==> config.mk <==
export PLATFORM = sky130hd
export DESIGN_NAME = utf16_to_utf8_transcoder_flat
export DESIGN_NICKNAME = d
export VERILOG_FILES = /design/src/rtl/u2u8_pkg.sv /design/src/rtl/u2u8_in_if.sv /design/src/rtl/u2u8_out_if.sv /design/src/rtl/utf16_to_utf8_transcoder.sv /design/src/rtl/u2u8_decode.sv /design/src/rtl/u2u8_serializer.sv /design/src/flat_wrapper.sv
export SDC_FILE = /design/constraint.sdc
export NUM_CORES = 1
export LEC_CHECK = 0
export ABC_AREA = 1
export BUFFER_PORTS_ARGS = -buffer_cell sky130_fd_sc_hd__buf_2
export CELL_PAD_IN_SITES_DETAIL_PLACEMENT = 1
export CELL_PAD_IN_SITES_GLOBAL_PLACEMENT = 1
export CORE_UTILIZATION = 51
export CTS_BUF_LIST = sky130_fd_sc_hd__clkbuf_4
export DETAILED_ROUTE_END_ITERATION = 6
export GPL_TIMING_DRIVEN = 0
export HOLD_SLACK_MARGIN = 0.1
export PLACE_DENSITY_LB_ADDON = 0.05
export SETUP_SLACK_MARGIN = 0.05
export SLEW_MARGIN = 5
export SYNTH_ARGS = -nofsm -noshare
export SYNTH_HDL_FRONTEND = slang
export SYNTH_SLANG_ARGS = --single-unit
export TNS_END_PERCENT = 100
==> constraint.sdc <==
create_clock -name clk -period 5.3 [get_ports clk]
set_input_delay 0.265 -clock clk [delete_from_list [all_inputs] [get_ports clk]]
set_output_delay 0.265 -clock clk [all_outputs]
set_load 0.01 [all_outputs]
==> src/rtl/u2u8_pkg.sv <==
// Shared types, constants and the code point encoder for the UTF-16 to UTF-8 transcoder.
`timescale 1ns / 1ps

package u2u8_pkg;

  localparam logic [15:0] HIGH_FIRST = 16'hD800;
  localparam logic [15:0] HIGH_LAST  = 16'hDBFF;
  localparam logic [15:0] LOW_FIRST  = 16'hDC00;
  localparam logic [15:0] LOW_LAST   = 16'hDFFF;
  localparam logic [20:0] SUPP_BASE  = 21'h10000;
  localparam logic [20:0] LIM_ONE    = 21'h80;
  localparam logic [20:0] LIM_TWO    = 21'h800;
  localparam logic [20:0] LIM_THREE  = 21'h10000;

  localparam logic [2:0] LEAD2 = 3'b110;
  localparam logic [3:0] LEAD3 = 4'b1110;
  localparam logic [4:0] LEAD4 = 5'b11110;
  localparam logic [1:0] CONT  = 2'b10;

  localparam int MAX_BYTES = 6;

  typedef struct packed {
    logic [0:3][7:0] b;
    logic [2:0]      n;
  } enc_t;

  typedef struct packed {
    logic [0:MAX_BYTES-1][7:0] data;
    logic [2:0]                count;
    logic                      last;
  } job_t;

  typedef struct packed {
    logic        valid;
    logic [15:0] high;
  } hold_t;

  function automatic enc_t u2u8_encode(input logic [20:0] cp);
    enc_t e;
    e = '0;
    if (cp < LIM_ONE) begin
      e.b[0] = cp[7:0];
      e.n    = 3'd1;
    end else if (cp < LIM_TWO) begin
      e.b[0] = {LEAD2, cp[10:6]};
      e.b[1] = {CONT, cp[5:0]};
      e.n    = 3'd2;
    end else if (cp < LIM_THREE) begin
      e.b[0] = {LEAD3, cp[15:12]};
      e.b[1] = {CONT, cp[11:6]};
      e.b[2] = {CONT, cp[5:0]};
      e.n    = 3'd3;
    end else begin
      e.b[0] = {LEAD4, cp[20:18]};
      e.b[1] = {CONT, cp[17:12]};
      e.b[2] = {CONT, cp[11:6]};
      e.b[3] = {CONT, cp[5:0]};
      e.n    = 3'd4;
    end
    return e;
  endfunction

endpackage

==> src/rtl/u2u8_in_if.sv <==
// Code unit request channel.
`timescale 1ns / 1ps

interface u2u8_in_if;
  logic        valid;
  logic        ready;
  logic [15:0] code_unit;
  logic        last_unit;

  modport source (output valid, output code_unit, output last_unit, input ready);
  modport sink (input valid, input code_unit, input last_unit, output ready);
endinterface

==> src/rtl/u2u8_out_if.sv <==
// UTF-8 byte request channel.
`timescale 1ns / 1ps

interface u2u8_out_if;
  logic       valid;
  logic       ready;
  logic [7:0] out_byte;
  logic       run_end;
  logic       string_end;

  modport source (output valid, output out_byte, output run_end, output string_end,
                  input ready);
  modport sink (input valid, input out_byte, input run_end, input string_end,
                output ready);
endinterface

==> src/rtl/utf16_to_utf8_transcoder.sv <==
// UTF-16 to UTF-8 transcoder top level.
//
// units:  UTF-16 code units with last_unit marking the final unit of a string.
// octets: UTF-8 bytes, one per request, with run_end on the last byte caused by
//         an input unit and string_end on the final byte of the string.
// A high surrogate that is not a string's last unit is held until the next
// unit; a following low surrogate makes a 4-byte sequence, otherwise the
// held unit goes out alone as 3 bytes. A unit's first byte passes the byte
// list register, then the output register. Throughput: one byte per cycle
// while octets does not stall, set by the single output register; a unit
// yields 1 to 6 bytes (usually 1 to 3) and a held-only unit loads none. The
// next unit is taken in the cycle the last byte of the current one moves to
// the output register. Reset clears the held surrogate, the byte list and
// the output valid. When the receiver stalls, the output byte holds, the
// byte list waits, and units is held off once the list is still pending.
`timescale 1ns / 1ps

module utf16_to_utf8_transcoder (
  input  logic       clk,
  input  logic       rst,
  u2u8_in_if.sink    units,
  u2u8_out_if.source octets
);
  import u2u8_pkg::*;

  hold_t held;
  hold_t held_next;
  job_t  job;
  logic  free;
  logic  accept;
  logic  load;

  assign units.ready = free;
  assign accept      = units.valid && free;
  assign load        = accept && (job.count != 3'd0);

  u2u8_decode u_decode (
    .code_unit (units.code_unit),
    .last_unit (units.last_unit),
    .held      (held),
    .job       (job),
    .held_next (held_next)
  );

  u2u8_serializer u_serializer (
    .clk    (clk),
    .rst    (rst),
    .load   (load),
    .job_in (job),
    .free   (free),
    .octets (octets)
  );

  always_ff @(posedge clk) begin
    if (rst) begin
      held <= '0;
    end else if (accept) begin
      held <= held_next;
    end
  end

endmodule

==> src/rtl/u2u8_decode.sv <==
// Surrogate pairing and UTF-8 byte list build for one code unit.
`timescale 1ns / 1ps

module u2u8_decode (
  input  logic [15:0]    code_unit,
  input  logic           last_unit,
  input  u2u8_pkg::hold_t held,
  output u2u8_pkg::job_t  job,
  output u2u8_pkg::hold_t held_next
);
  import u2u8_pkg::*;

  logic is_high;
  logic is_low;
  enc_t enc_pair;
  enc_t enc_held;
  enc_t enc_unit;

  assign is_high = (code_unit >= HIGH_FIRST) && (code_unit <= HIGH_LAST);
  assign is_low  = (code_unit >= LOW_FIRST) && (code_unit <= LOW_LAST);

  assign enc_pair = u2u8_encode(SUPP_BASE + {1'b0, held.high[9:0], code_unit[9:0]});
  assign enc_held = u2u8_encode({5'd0, held.high});
  assign enc_unit = u2u8_encode({5'd0, code_unit});

  always_comb begin
    job       = '0;
    held_next = '0;
    job.last  = last_unit;
    if (held.valid && is_low) begin
      for (int i = 0; i < 4; i++) job.data[i] = enc_pair.b[i];
      job.count = enc_pair.n;
    end else begin
      if (held.valid) begin
        for (int i = 0; i < 3; i++) job.data[i] = enc_held.b[i];
        job.count = 3'd3;
      end
      if (is_high && !last_unit) begin
        held_next.valid = 1'b1;
        held_next.high  = code_unit;
      end else if (held.valid) begin
        // unit after a flushed high surrogate is below 0x10000: at most 3 bytes
        for (int i = 0; i < 3; i++) job.data[3 + i] = enc_unit.b[i];
        job.count = 3'd3 + enc_unit.n;
      end else begin
        for (int i = 0; i < 4; i++) job.data[i] = enc_unit.b[i];
        job.count = enc_unit.n;
      end
    end
  end

endmodule

==> src/rtl/u2u8_serializer.sv <==
// Byte list register and output register; sends one byte per cycle while the output is not stalled.
`timescale 1ns / 1ps

module u2u8_serializer (
  input  logic           clk,
  input  logic           rst,
  input  logic           load,
  input  u2u8_pkg::job_t  job_in,
  output logic           free,
  u2u8_out_if.source     octets
);
  import u2u8_pkg::*;

  job_t       job;
  logic       job_valid;
  logic [2:0] idx;
  logic       out_free;
  logic       send;
  logic       at_end;
  logic       job_done;

  assign out_free = !octets.valid || octets.ready;
  assign send     = job_valid && out_free;
  assign at_end   = (idx == job.count - 3'd1);
  assign job_done = send && at_end;
  assign free     = !job_valid || job_done;

  always_ff @(posedge clk) begin
    if (rst) begin
      job_valid <= 1'b0;
      idx       <= '0;
    end else if (load) begin
      job_valid <= 1'b1;
      idx       <= '0;
    end else if (job_done) begin
      job_valid <= 1'b0;
      idx       <= '0;
    end else if (send) begin
      idx <= idx + 3'd1;
    end
  end

  always_ff @(posedge clk) begin
    if (load) job <= job_in;
  end

  always_ff @(posedge clk) begin
    if (rst) begin
      octets.valid <= 1'b0;
    end else if (out_free) begin
      octets.valid <= job_valid;
    end
  end

  always_ff @(posedge clk) begin
    if (send) begin
      octets.out_byte   <= job.data[idx];
      octets.run_end    <= at_end;
      octets.string_end <= at_end && job.last;
    end
  end

  a_idx_in_range: assert property (@(posedge clk) disable iff (rst)
    job_valid |-> (idx < job.count))
    else $error("byte index past end of list");

  a_no_overwrite: assert property (@(posedge clk) disable iff (rst)
    load |-> (!job_valid || job_done))
    else $error("byte list overwritten before sent");

  a_done_marks_run: assert property (@(posedge clk) disable iff (rst)
    job_done |=> (octets.valid && octets.run_end))
    else $error("last byte of list lacks run_end");

  a_string_end_on_run: assert property (@(posedge clk) disable iff (rst)
    (octets.valid && octets.string_end) |-> octets.run_end)
    else $error("string_end without run_end");

endmodule

==> src/flat_wrapper.sv <==
// flat-port wrapper written by rule: the top's interface ports become plain ports
module utf16_to_utf8_transcoder_flat import u2u8_pkg::*;
  (clk, rst, units_valid, units_code_unit, units_last_unit, units_ready, octets_valid, octets_out_byte, octets_run_end, octets_string_end, octets_ready);
  u2u8_in_if units_i ();
  u2u8_out_if octets_i ();
  input  logic clk;
  input  logic rst;
  input wire logic [$bits(units_i.valid)-1:0] units_valid;
  input wire logic [$bits(units_i.code_unit)-1:0] units_code_unit;
  input wire logic [$bits(units_i.last_unit)-1:0] units_last_unit;
  output wire logic [$bits(units_i.ready)-1:0] units_ready;
  output wire logic [$bits(octets_i.valid)-1:0] octets_valid;
  output wire logic [$bits(octets_i.out_byte)-1:0] octets_out_byte;
  output wire logic [$bits(octets_i.run_end)-1:0] octets_run_end;
  output wire logic [$bits(octets_i.string_end)-1:0] octets_string_end;
  input wire logic [$bits(octets_i.ready)-1:0] octets_ready;
  assign units_i.valid = units_valid;
  assign units_i.code_unit = units_code_unit;
  assign units_i.last_unit = units_last_unit;
  assign units_ready = units_i.ready;
  assign octets_valid = octets_i.valid;
  assign octets_out_byte = octets_i.out_byte;
  assign octets_run_end = octets_i.run_end;
  assign octets_string_end = octets_i.string_end;
  assign octets_i.ready = octets_ready;
  utf16_to_utf8_transcoder u_core (.clk(clk), .rst(rst), .units(units_i), .octets(octets_i));
endmodule
==> results.json, run 1 <==
{
  "first_global_vias": 4353,
  "synth-edff-count": 58,
  "start_util": 0.5359,
  "antenna_found_initial": 0,
  "syn_inst": 555,
  "async_reset_ff_frac": 0,
  "ir_worst_vdd_mv": 0.1079,
  "die_w_um": 95.61,
  "cp_common_cell": "inv_1",
  "drive_above_1_share": 0.1452,
  "synth_top_area_frac": 0.3897,
  "vias": 4439,
  "p_clk_frac": 0.283,
  "synth_warnings": 0,
  "core_area_um2": 8341,
  "finalWorstSetupSlack_ns": 2.334,
  "cts_tree": "done",
  "period_share": 0.5596,
  "portBuffers": 32,
  "start_kind": "primary input",
  "hold_viol": 0,
  "synth_ff_type": "edfxtp_1",
  "finalClockSkew_ns": 0.01976,
  "p_seq_frac": 0.594,
  "fp-row-count": 33,
  "boundaryPins": 33,
  "place.gp.congestion": 1.056,
  "grt_usage": 0.3629,
  "synthesis.nets": 579,
  "reg2reg_depth": 10,
  "path_class": "in -> reg",
  "grt_remaining_overflow": 0,
  "syn_to_final_growth_pct": 9.854,
  "final_antenna_net_count": 0,
  "dr_wl_met2_um": 7155,
  "status": "finished, final reports clean",
  "cp.arrival_ns": 3.03,
  "hpwl_um": 12030,
  "synth_top_cell_by_area": "edfxtp_1",
  "synthTopCellsByArea": "edfxtp_1, dfxtp_1, nand2_1",
  "yosysSeqAreaShare": 0.4882,
  "p_int_uw": 846.9,
  "drtIter0Drc": 517,
  "ys_ff_latch": 80,
  "cts-buffers-inserted": 9,
  "dr.pass1.iters": 5,
  "cts.path.max_buffers": 2,
  "slew_viol_final": 0,
  "setup_tns_ns": 0,
  "slowest_stage": "inv_2",
  "synth_cell_types": 40,
  "p_sw_frac": 0.2974,
  "hold_path_end": "u_core.held[0]",
  "critPathRequiredTime_ns": 5.36,
  "path_cells": "dlygate4sd3_1, buf_2, inv_1, nand2_1, nand2_1, inv_1, nand3_1, nand2_2, nand2_4, inv_1, o21ai_2, inv_2",
  "grt_max_degree": 49,
  "r2r_start": "u_core.u_serializer.job[1]",
  "holdPathStages": 3,
  "endpoint_kind": "flip-flop",
  "place_area_um2": 4761,
  "netlist_area_um2": 4469,
  "grt_pass1_wl_um": 23720,
  "period_needed_ns": 2.966,
  "power_uw": 1205,
  "routed_wl_um": 15680,
  "clk_latency_ns": 0.44,
  "nets": 625,
  "drt-wirelength-per-cell_um": 22.06,
  "remaining_drc_errors": 0,
  "htree_levels": 3,
  "die_area_um2": 9141,
  "crit_buf_inv": 6,
  "rrSetupSlack_ns": 2.42,
  "critPathTopFamily": "buffers and inverters",
  "power_frac_comb": 0.123,
  "viasPerCell": 6.243,
  "rsz0062_at_grt": "false",
  "syn_area_per_cell_um2": 8.053,
  "cpPeakStageDelay_ns": 0.72,
  "tightest_slew_ns": 0.9826,
  "cts_setup_buffers": 0,
  "crit_cells": 12,
  "max_cap_violations": 0,
  "fp.dieH_um": 95.61,
  "setup_viol": 0,
  "antenna_cells": 0,
  "wl_met1_um": 6156,
  "leakagePower_uw": 0.001992,
  "r2r_end": "u_core.u_serializer.job[38]",
  "switching_power_uw": 358.5,
  "path_clk_slew_ns": 0.15,
  "cts.sinks": 80,
  "min_from": "units_code_unit[0]",
  "fmax_ghz": 0.3371,
  "highest-signal-layer": "met4",
  "dp_slack_ns": 2.454,
  "relSlewSlack": 0.3440,
  "hold_path.class": "in -> reg",
  "design_area_um2": 4910,
  "crit_fanout": 48,
  "power.density_nw_per_um2": 245.5,
  "root_buffer": "clkbuf_4",
  "wl_met3_um": 1349
}
## per-layer routing
metal / global-route usage / up-vias
li1: - / 1995
met1: 0.4441 / 2137
met2: 0.5863 / 221
met3: 0.08612 / 86
met4: 0.2027 / 0
met5: 0 / -
## layout make-up
class	instances	area, um2
Buffer	22	102.6
Clock buffer	9	67.56
Clock inverter	7	51.30
Fill cell	1066	3431
Inverter	61	229.0
Multi-Input combinational cell	392	1956
Sequential cell	80	2182
Tap cell	105	131.4
Timing Repair Buffer	35	190.2
## through the flow
step | utilization | cells | hold slack (ns)
2_1_floorplan | - | 555 | 0.3639
3_3_place_gp | 0.5708 | 692 | 0.4544
3_5_place_dp | 0.5708 | 692 | 0.4538
4_1_cts | 0.5887 | 711 | 0.1128
5_1_grt | 0.5887 | 711 | 0.1333
6_report | 0.5887 | 711 | 0.1070
## cell usage in the layout, fill, tap and decap left out, drive strengths merged, types with 6 or more instances in the layout
master	n
edfxtp	58
buf	45
a22oi	6
dfxtp	22
clkbuf	18
nand2	118
o22ai	20
nand3	14
a21oi	43
inv	65
o221ai	7
o21ai	73
nor2	83
## cell usage after synthesis, types with 6 or more instances
library cell,n
dfxtp_1,22
a21oi_1,42
nand2_1,111
o21ai_0,69
inv_2,6
clkbuf_1,9
buf_2,10
o22ai_1,20
edfxtp_1,58
a22oi_1,6
o221ai_1,7
nor2_1,76
nand3_1,11
inv_1,55
## power by group through the flow
stage | logic (uW) | registers, uW | clock network (uW)
floorplan | 78.1 | 730 | 0
global placement | 134 | 728 | 0
detailed placement | 143 | 731 | 0
CTS | 145 | 717 | 341
global route | 160 | 720 | 360
finish | 148 | 716 | 341
## cells by family (layout without fill, tap and decap cells)
family                     Yosys count  in the layout  share of synthesized area
adders and majority gates            3              3                   0.008400
and+or+nand+nor                    226            226                     0.2214
DFF                                 80             80                     0.4882
buffers and inverters               83            134                    0.07419
AOI/OAI and AO/OA                  158            158                     0.1979
xor gates and xnor gates             5              5                   0.009800
## worst register-to-register path: cells and delay by family (launching register included)
family	cells	cell delay (ns)
buf+inv	3	0.90
xor+xnor	2	0.48
simple gates	3	0.44
flops	1	0.38
fa+ha+maj	1	0.21
compound gates	1	0.09
## sequential cells by signal, indices dropped and copies added, names as in the netlist
| signal | count |
|---|---|
| u_core.u_serializer.octets.out_byte | 8 |
| u_core.u_serializer.job_valid | 1 |
| u_core.u_serializer.octets.string_end | 1 |
| u_core.u_serializer.octets.valid | 1 |
| u_core.held | 17 |
| u_core.u_serializer.idx | 3 |
| u_core.u_serializer.job | 48 |
| u_core.u_serializer.octets.run_end | 1 |
## how the worst max path moves through the flow
stage | endpoint | startpoint
after floorplan | u_core.u_serializer.job[0] | u_core.u_serializer.job[1]
after global placement | u_core.u_serializer.job[14] | octets_ready
after detailed placement | u_core.u_serializer.job[12] | octets_ready
after CTS | u_core.u_serializer.job[38] | octets_ready
after global routing | u_core.u_serializer.job[9] | octets_ready
final | u_core.u_serializer.job[38] | octets_ready
## repair_timing
action	4_1_cts	5_1_grt
hold buffers	3	0
resized for setup	0	0
endpoints found under the hold margin	3	0
Power figures use the tool's default switching activity.
==> run 2: changes to the inputs <==
ABC_AREA = 0   (was 1)
CORE_UTILIZATION = 45   (was 51)
clock period = 2.7 ns   (was 5.3 ns; I/O delays follow)
==> results.json, run 2 <==
{
  "start_kind": "flip-flop",
  "syn_to_final_growth_pct": 11.02,
  "first_global_vias": 4009,
  "critPathRequiredTime_ns": 2.94,
  "root_buffer": "clkbuf_4",
  "rrSetupSlack_ns": 0.23,
  "cts-buffers-inserted": 9,
  "final_antenna_net_count": 0,
  "setup_tns_ns": 0,
  "drt-wirelength-per-cell_um": 23.60,
  "power.density_nw_per_um2": 456.5,
  "grt_max_degree": 50,
  "slew_viol_final": 0,
  "slowest_stage": "clkbuf_1",
  "viasPerCell": 6.383,
  "period_needed_ns": 2.470,
  "syn_inst": 460,
  "crit_fanout": 10,
  "status": "finished, final reports clean",
  "finalWorstSetupSlack_ns": 0.2303,
  "portBuffers": 23,
  "min_from": "rst",
  "largest_reg_flops": 48,
  "hpwl_um": 10990,
  "yosysSeqAreaShare": 0.4735,
  "crit_cells": 7,
  "fp-row-count": 36,
  "cts_tree": "done",
  "hold_viol": 0,
  "r2r_end": "u_core.u_serializer.job[30]",
  "ys_ff_latch": 80,
  "relSlewSlack": 0.3886,
  "async_reset_ff_frac": 0,
  "boundaryPins": 33,
  "yosysMostFrequentCell": "edfxtp_1",
  "cts.path.max_buffers": 2,
  "synthesis.nets": 484,
  "rsz0062_at_grt": "false",
  "power_uw": 2336,
  "synth-edff-count": 58,
  "cpPeakStageDelay_ns": 0.37,
  "htree_levels": 3,
  "leakagePower_uw": 0.001806,
  "cp_common_cell": "clkbuf_1",
  "start_util": 0.4671,
  "synth_ff_type": "edfxtp_1",
  "routed_wl_um": 15080,
  "hold_path.class": "in -> reg",
  "clk_latency_ns": 0.44,
  "largestRegisters": "u_core.u_serializer.job: 48 flops, u_core.held: 17 flops, u_core.u_serializer.octets.out_byte: 8 flops",
  "r2r_start": "u_core.held[8]",
  "final_cell_mix": "edfxtp_1, a21oi_1, nor2_1",
  "post-route-util": 0.5186,
  "drtIter0Drc": 296,
  "layoutNonFillerInstCount": 639,
  "hold_path_end": "u_core.held[2]",
  "syn_area_per_cell_um2": 10.02,
  "grt_pass1_wl_um": 23040,
  "cts.sinks": 80,
  "cp.arrival_ns": 2.71,
  "synth_top_cell_by_area": "edfxtp_1",
  "nets": 525,
  "drive_above_1_share": 0.1423,
  "tightest_slew_ns": 0.9096,
  "synth_common_cells": "edfxtp_1, a21oi_1, nor2_1",
  "dp_slack_ns": 0.06072,
  "period_share": 0.9147,
  "fp.dieH_um": 103.2,
  "path_clk_slew_ns": 0.15,
  "synthTopCellsByArea": "edfxtp_1, dfxtp_1, a21oi_1",
  "layout_commonest_cell": "edfxtp_1",
  "synth_warnings": 0,
  "critPathTopFamily": "buffers and inverters",
  "die_area_um2": 10650,
  "fmax_ghz": 0.4049,
  "finalClockSkew_ns": 0.01601,
  "place.gp.congestion": 0.9612,
  "vias": 4079,
  "reg2reg_depth": 7,
  "grt_usage": 0.2999,
  "ir_worst_vdd_mv": 0.1888,
  "remaining_drc_errors": 0,
  "holdPathStages": 3,
  "die_w_um": 103.2,
  "path_cells": "clkbuf_1, nor2_1, a21oi_2, or3_1, clkbuf_1, nand2_1, o22ai_1",
  "synth_cell_types": 63,
  "max_cap_violations": 0,
  "synth_top_area_frac": 0.3780,
  "antenna_cells": 0,
  "path_class": "reg -> reg",
  "netlist_area_um2": 4608,
  "setup_viol": 0,
  "core_area_um2": 9864,
  "grt_remaining_overflow": 0,
  "endpoint_kind": "flip-flop",
  "dr.pass1.iters": 5,
  "regMostFlops": "u_core.u_serializer.job",
  "antenna_found_initial": 0,
  "crit_buf_inv": 2,
  "dp_cells": 616
}
-- run 2: cell count changes after synthesis, moves of 11 or more --
cell / previous run / this run
a22o_1: 0 / 14
and2_1: 1 / 12
o21ai_0: 69 / 9
inv_1: 55 / 15
clkbuf_1: 9 / 34
nand2_1: 111 / 26
nor2_1: 76 / 41
-- run 2: power by group --
group          switching, uW  leakage (uW)  internal [uW]
sequential              16.7      0.000722           1370
combinational            176       0.00102           93.2
clock                    470     0.0000655            206
-- run 2: area by class of cell --
cell class                 count  area, um2
sequential                    80       2182
fill                        1150       4748
tap                          133      166.4
multi-input combinational    325       2252
clock buffer                   9      67.56
clock inverter                 7      61.31
buffer                        41      160.2
timing repair buffer          29      170.2
inverter                      15      56.30
-- run 2: per-stage QoR --
stage / cell area, um2 / hold slack (ns)
floorplan: 4613 / 0.2339
global placement: 4895 / 0.3912
detailed placement: 4895 / 0.3917
CTS: 5069 / 0.1189
global route: 5116 / 0.1293
finish: 5116 / 0.1574
-- run 2: logic make-up after synthesis --
logic type | after synthesis | share of synthesized area
AND/OR/NAND/NOR | 148 | 0.1784
adder cells (fa/ha/maj) | 3 | 0.008146
multiplexers | 18 | 0.05919
buffers and inverters | 56 | 0.04643
AO/OA/AOI/OAI | 151 | 0.2235
flip-flops | 80 | 0.4735
XOR/XNOR | 4 | 0.01086
-- run 2: worst max path at each step --
stage	start	end	slack (ns)
after detailed placement	u_core.u_serializer.job[1]	u_core.u_serializer.job[33]	0.06
after floorplan	u_core.u_serializer.job[1]	u_core.u_serializer.job[0]	0.24
after global placement	u_core.held[0]	u_core.u_serializer.job[51]	0.03
final	u_core.held[8]	u_core.u_serializer.job[30]	0.23
after global routing	u_core.u_serializer.job[1]	u_core.u_serializer.idx[2]	0.10
after CTS	u_core.u_serializer.job[1]	u_core.u_serializer.job[48]	0.03
-- run 2: worst register-to-register path: stages (launching register included) --
cell and delay (ns):
dfxtp_1 0.33, clkbuf_1 0.37, nor2_1 0.21, a21oi_2 0.28, or3_1 0.15, clkbuf_1 0.33
nand2_1 0.25, o22ai_1 0.35
-- run 2: repair_timing --
item / 4_1_cts / 5_1_grt
setup endpoints to repair: 29 / 77
gates resized for setup: 1 / 8
pin swaps: 0 / 3
hold endpoints to repair: 9 / 0
hold buffers: 4 / 0
buffers inserted: 0 / 2
cloned: 0 / 1
-- run 2: layer usage --
layer / vias up / part of all wire / track usage
met5: - / 0 / 0
met4: 0 / 0.037 / 0.1398
met3: 46 / 0.071 / 0.04839
met2: 179 / 0.48 / 0.4918
met1: 1997 / 0.41 / 0.3901
li1: 1857 / - / -
